===== src/rtl/gwm_pkg.sv =====
// gwm_pkg: request/response payload types, opcodes and glob character codes
// for the glob wildcard matcher. No dependencies.
`default_nettype none

package gwm_pkg;

   localparam logic [1:0] OP_CLEAR  = 2'd0;
   localparam logic [1:0] OP_APPEND = 2'd1;
   localparam logic [1:0] OP_NAME   = 2'd2;
   localparam logic [1:0] OP_END    = 2'd3;

   localparam logic [15:0] CH_STAR  = 16'h002A;
   localparam logic [15:0] CH_QMARK = 16'h003F;
   localparam logic [15:0] CH_SEMI  = 16'h003B;

   typedef struct packed {
      logic [1:0]  opcode;
      logic [15:0] char_code;
   } req_type;

   typedef struct packed {
      logic matched;
      logic filter_overflow;
   } rsp_type;

endpackage

`default_nettype wire


===== src/rtl/glob_wildcard_matcher.sv =====
// glob_wildcard_matcher: top level, filter store and bit-parallel position set.
// Depends on gwm_pkg.
`default_nettype none

// Matches file names against a filter of ';'-separated glob alternatives
// ('*' any run, '?' one character, case-sensitive). Load the filter with
// clear and append requests, then stream the name characters and close with
// an end-of-name request, which alone returns a response: matched and the
// filter overflow flag. One request is taken every cycle while req_stall is
// low; the response of an end-of-name request is valid the cycle after it is
// taken. Every filter position compares against the name character in
// parallel and star runs close through a log-depth prefix network, which sets
// the cycle time. While a response waits under rsp_stall, req_stall is high.
// No clearing pass is needed after reset.
module glob_wildcard_matcher
   import gwm_pkg::*;
#(
   parameter int FILTER_DEPTH = 64
) (
   input  wire logic    clock,
   input  wire logic    reset,
   input  wire logic    req_valid,
   output logic         req_stall,
   input  wire req_type req_data,
   output logic         rsp_valid,
   input  wire logic    rsp_stall,
   output rsp_type      rsp_data
);

   localparam int ACT_W = FILTER_DEPTH + 1;
   localparam int LEN_W = $clog2(FILTER_DEPTH + 1);
   localparam int IDX_W = $clog2(FILTER_DEPTH);
   localparam int LVL   = $clog2(FILTER_DEPTH + 1);
   localparam logic [LEN_W-1:0] DEPTH_LEN = LEN_W'(FILTER_DEPTH);

   logic [15:0]             char_ff [FILTER_DEPTH];
   logic [LEN_W-1:0]        len_ff, len_in;
   logic [FILTER_DEPTH-1:0] len_mask_ff, len_mask_in;
   logic [ACT_W-1:0]        start_ff, start_in;
   logic [ACT_W-1:0]        active_ff, active_in;
   logic                    begin_ff, begin_in;
   logic                    ovf_ff, ovf_in;
   logic                    rsp_valid_ff, rsp_valid_in;
   rsp_type                 rsp_data_ff;

   logic                    accept;
   logic                    append_we;
   logic [FILTER_DEPTH-1:0] star_v, semi_v, step_ok_v;
   logic [ACT_W-1:0]        onehot_l, s_begin, s_full, nxt;
   logic                    hit;

   function automatic logic [ACT_W-1:0] star_close(input logic [ACT_W-1:0] act,
                                                   input logic [ACT_W-1:0] prop);
      logic [ACT_W-1:0] g;
      logic [ACT_W-1:0] pr;
      g  = act;
      pr = prop;
      for (int k = 0; k < LVL; k++) begin
         g  = g | (pr & (g << (1 << k)));
         pr = pr & (pr << (1 << k));
      end
      return g;
   endfunction

   assign accept    = req_valid && !req_stall;
   assign req_stall = rsp_valid_ff && rsp_stall;
   assign rsp_valid = rsp_valid_ff;
   assign rsp_data  = rsp_data_ff;

   always_comb begin
      for (int p = 0; p < FILTER_DEPTH; p++) begin
         star_v[p]    = len_mask_ff[p] && (char_ff[p] == CH_STAR);
         semi_v[p]    = len_mask_ff[p] && (char_ff[p] == CH_SEMI);
         step_ok_v[p] = len_mask_ff[p] && (char_ff[p] != CH_STAR)
                        && (char_ff[p] != CH_SEMI)
                        && ((char_ff[p] == CH_QMARK) || (char_ff[p] == req_data.char_code));
      end
   end

   assign nxt = star_close({1'b0, active_ff[FILTER_DEPTH-1:0] & star_v}
                           | {active_ff[FILTER_DEPTH-1:0] & step_ok_v, 1'b0},
                           {star_v, 1'b0});

   assign onehot_l  = ACT_W'(1) << len_ff;
   assign append_we = accept && (req_data.opcode == OP_APPEND) && (len_ff < DEPTH_LEN);
   assign s_begin   = start_ff | ((begin_ff && (req_data.char_code != CH_SEMI))
                                  ? onehot_l : '0);
   assign s_full    = s_begin | (((req_data.char_code == CH_STAR) && |(s_begin & onehot_l))
                                 ? (onehot_l << 1) : '0);

   assign hit = (len_ff != '0)
                && (active_ff[len_ff] || |(active_ff[FILTER_DEPTH-1:0] & semi_v));

   always_comb begin
      len_in       = len_ff;
      len_mask_in  = len_mask_ff;
      start_in     = start_ff;
      active_in    = active_ff;
      begin_in     = begin_ff;
      ovf_in       = ovf_ff;
      rsp_valid_in = rsp_valid_ff && rsp_stall;
      if (accept) begin
         unique case (req_data.opcode)
            OP_CLEAR: begin
               len_in      = '0;
               len_mask_in = '0;
               start_in    = '0;
               active_in   = '0;
               begin_in    = 1'b1;
               ovf_in      = 1'b0;
            end
            OP_APPEND: begin
               if (append_we) begin
                  len_in      = len_ff + LEN_W'(1);
                  len_mask_in = len_mask_ff | onehot_l[FILTER_DEPTH-1:0];
                  start_in    = s_full;
                  active_in   = s_full;
                  begin_in    = (req_data.char_code == CH_SEMI);
               end else begin
                  ovf_in    = 1'b1;
                  active_in = start_ff;
               end
            end
            OP_NAME: begin
               active_in = nxt;
            end
            OP_END: begin
               active_in    = start_ff;
               rsp_valid_in = 1'b1;
            end
            default: begin
               active_in = active_ff;
            end
         endcase
      end
   end

   always_ff @(posedge clock) begin
      if (reset) begin
         len_ff       <= '0;
         len_mask_ff  <= '0;
         start_ff     <= '0;
         active_ff    <= '0;
         begin_ff     <= 1'b1;
         ovf_ff       <= 1'b0;
         rsp_valid_ff <= 1'b0;
      end else begin
         len_ff       <= len_in;
         len_mask_ff  <= len_mask_in;
         start_ff     <= start_in;
         active_ff    <= active_in;
         begin_ff     <= begin_in;
         ovf_ff       <= ovf_in;
         rsp_valid_ff <= rsp_valid_in;
      end
   end

   always_ff @(posedge clock) begin
      if (append_we) begin
         char_ff[len_ff[IDX_W-1:0]] <= req_data.char_code;
      end
      if (accept && (req_data.opcode == OP_END)) begin
         rsp_data_ff.matched         <= hit;
         rsp_data_ff.filter_overflow <= ovf_ff;
      end
   end

`ifndef SYNTH
   a_active_in_range: assert property (@(posedge clock) disable iff (reset)
      (active_ff & ~{len_mask_ff, 1'b1}) == '0)
      else $error("active position beyond filter length");

   a_restart_after_end: assert property (@(posedge clock) disable iff (reset)
      (accept && (req_data.opcode == OP_END)) |=> (active_ff == start_ff))
      else $error("position set not restarted after end of name");

   a_overflow_full: assert property (@(posedge clock) disable iff (reset)
      ovf_ff |-> (len_ff == DEPTH_LEN))
      else $error("overflow flagged with free filter storage");

   a_end_responds: assert property (@(posedge clock) disable iff (reset)
      (accept && (req_data.opcode == OP_END)) |=> rsp_valid_ff)
      else $error("end of name gave no response");
`endif

endmodule

`default_nettype wire

===== config.mk =====
export PLATFORM = sky130hd
export DESIGN_NAME = glob_wildcard_matcher
export DESIGN_NICKNAME = d
export VERILOG_FILES = /design/src/rtl/gwm_pkg.sv /design/src/rtl/glob_wildcard_matcher.sv
export SDC_FILE = /design/constraint.sdc
export NUM_CORES = 2
export LEC_CHECK = 0
export CAP_MARGIN = 25
export CORE_MARGIN = 2
export CORE_UTILIZATION = 35
export CTS_BUF_LIST = sky130_fd_sc_hd__clkbuf_4
export CTS_CLUSTER_SIZE = 25
export DETAILED_ROUTE_END_ITERATION = 6
export DONT_BUFFER_PORTS = 1
export PLACE_DENSITY = 0.58
export REMOVE_ABC_BUFFERS = 1
export SETUP_SLACK_MARGIN = 0.2
export SLEW_MARGIN = 30
export SYNTH_ARGS = -nofsm -noshare
export SYNTH_HDL_FRONTEND = slang
export SYNTH_SLANG_ARGS = --single-unit
export TNS_END_PERCENT = 100

===== constraint.sdc =====
create_clock -name clock -period 4.7 [get_ports clock]
set_input_delay 0.94 -clock clock [delete_from_list [all_inputs] [get_ports clock]]
set_output_delay 0.94 -clock clock [all_outputs]
set_load 0.05 [all_outputs]

==> results.yml <==
grt:
  met1_usage_pct: 37.42
  grt_max_degree: 76
  top_usage_layer: "met2"
  met3_usage_pct: 6.651
  grt_use_met2_pct: 43.72
  antenna_found_initial: 25
  grt_pass1_vias: 53890
  grt-ovfl-total: 0
  grt_use_total_pct: 28.45
  grt_pass1_wl_mm: 391.1
power_and_ir_drop:
  peakVddDrop_mv: 0.2497
  leakage_uw: 0.02373
  power_density_nw_per_um2: 299.8
clocking:
  clock-sinks: 1230
  clock_path_buffers: 4
  root_buffer: "clkbuf_4"
  clock_latency_ns: 1.39
  clk_pin_slew_ns: 0.07
  numCtsBuffers: 348
  cts_tree: "built"
  h-tree-depth: 5
die:
  coreArea_sq_um: 185200
  start_util_pct: 35.21
  die_x_microns: 435.7
  rows: 158
  die-area_sq_um: 189800
  pin_count: 26
  fp.dieH_microns: 435.7
final_layout:
  fin_area_sq_um: 75410
  nNetsFinal: 6542
  multi_input_area_sq_um: 29150
  final_common_cell: "edfxtp_1"
  fillCellCount: 17950
  final-seq-area_sq_um: 34900
  area.growth.synth_to_final_pct: 15.64
  final_cell_mix: "edfxtp_1, xnor2_1, nor2_1, clkbuf_4, xor2_1"
  drive_above_1_share_pct: 15.81
worst_setup_path:
  cpMaxStageDelayCell: "or4_1"
  rrSetupSlack_ns: 0.24
  worstPathRequired_ns: 5.97
  cpPeakStageDelay_ns: 0.61
  cp_cell_sequence: "or4_1 > nor4_1 > buf_4 > mux2i_1 > nor3_1 > a21oi_1 > o2111ai_4 > a21oi_2 > a41oi_2 > buf_6 > nand3_1 > a21oi_2 > or2_1 > buf_4 > nand3_1 > o21ai_0"
  cp_top_family: "compound AO/OA/AOI/OAI gates"
  crit_buf_inv: 3
  cp_max_fo: 3
  crit_arrival_ns: 5.74
  critPathKind: "reg2reg"
  end_kind: "flip-flop"
  critPathLaunchType: "flip-flop"
route:
  routed_wl_mm: 280.4
  wire_per_inst_microns: 30.33
  dr.pass1.iters: 7
  drtIter0Drc: 7040
  ant_nets: 0
  route.detailed.drc: 6
  vias: 56300
  via_per_inst: 6.090
synth:
  synth_cell_type_count: 104
  syn_area_per_cell_sq_um: 10.89
  synth_edf_count: 1026
  yosys_warnings: 0
  seq_area_frac_synth_pct: 53.51
  async_reset_ff_share_pct: 0
  yosys_register_bits: 1230
  synth_cells: 5989
  synth_area_sq_um: 65210
  synth_flop_cell: "edfxtp_1"
sta:
  slew_viol_final: 0
  min_period_ns: 4.462
  relSlewSlack_pct: 20.45
  setup_violations: 0
  rsz0062_at_grt: "yes"
  max_freq_mhz: 224.1
  timing.final.ws_setup_ns: 0.2385
  hold_viol: 0
  worst_slew_pin_slew_ns: 1.190
  final_min_period_over_clock_period_pct: 94.93
  clock_skew_ns: 0.1548
place:
  dp_hpwl_mm: 160.0
  gp_congestion: 1.029
  placed_area_sq_um: 70030
  pre_cts_ws_ns: -0.5339
  port_buffers: 0
outcome:
  status: "finished, violations left"
  violations: "design-rule violations"
flow_run:
  cap_violations: 0
hold_path:
  hold_path_class: "in2reg"
[logic make-up after synthesis]
| kind of cell | Yosys count | synth area share [%] |
|---|---|---|
| AO/OA/AOI/OAI | 979 | 10.19 |
| XOR/XNOR | 1037 | 13.93 |
| adder cells (fa/ha/maj) | 6 | 0.1151 |
| buffers and inverters | 333 | 2.394 |
| flip-flops | 1230 | 53.51 |
| multiplexers | 34 | 0.6562 |
| AND/OR/NAND/NOR | 2370 | 19.21 |
[registers in the layout (all words and copies together) (netlist names)]
signal	count
rsp_valid	1
begin_ff	1
len_mask_ff	64
start_ff	65
rsp_data	2
ovf_ff	1
char_ff	1024
active_ff	65
len_ff	7
[stage by stage]
step	power, uW	hold WS [ns]	setup TNS [ns]	std cells	utilization (%)
floorplan	12630	0.4090	-879.25	5711	-
global placement	12850	0.4528	-2.488	8577	37.80
detailed placement	12850	0.4608	-3.224	8577	37.81
CTS	22690	-0.4077	0	9224	40.53
global route	23360	-0.01983	0	9241	40.71
finish	22610	0.07728	0	9244	40.71
[final cells by class]
| cell class | count | share of cell area [%] |
|---|---|---|
| Antenna cell | 13 | 0.04314 |
| Clock buffer | 487 | 4.848 |
| Clock inverter | 100 | 0.5558 |
| Inverter | 55 | 0.2738 |
| Multi-Input combinational cell | 4426 | 38.65 |
| Sequential cell | 1230 | 46.28 |
| Tap cell | 2480 | 4.115 |
| Timing Repair Buffer | 453 | 5.235 |
[power breakdown]
group / internal [uW] / switching [uW]
clock: 4800 / 4760
sequential: 11800 / 38.8
combinational: 416 / 774
[path summary, 6_finish.rpt]
check,start,to,cells past startpoint
setup / recovery,char_ff[37][9],active_ff[62],16
hold / removal,reset,active_ff[24],2
setup reg to reg,char_ff[37][9],active_ff[62],16
hold reg to reg,len_mask_ff[0],len_mask_ff[0],2
[layer usage]
layer	wire [microns]	part of all wire [%]
met4	15470	5.5
met5	154	0.055
met1	111300	40
met3	29850	11
met2	123600	44
[synth_stat cells, types with 55 or more instances]
library cell     n  share of area (%)
nor4_1         254                2.4
nor3_1         228                1.7
and3_1          58               0.56
clkbuf_1       147               0.85
dfxtp_1        204                6.3
edfxtp_1      1026                 47
buf_4           55               0.63
nand3_1        195                1.5
a21oi_1        265                2.0
o21ai_0        144                1.1
xor2_1         413                5.5
nand4_1        285                2.7
nor2_1         528                3.0
nand2_1        400                2.3
xnor2_1        624                8.4
buf_2           60               0.46
[repair_timing]
action | in CTS | in global routing
setup buffers | 0 | 5
endpoints found under the hold margin | 1130 | 40
setup endpoints to repair | 12 | 60
hold buffers | 60 | 2
gates resized for setup | 13 | 45
pin swaps | 1 | 18
No activity file was read; power rests on OpenSTA's default activity.
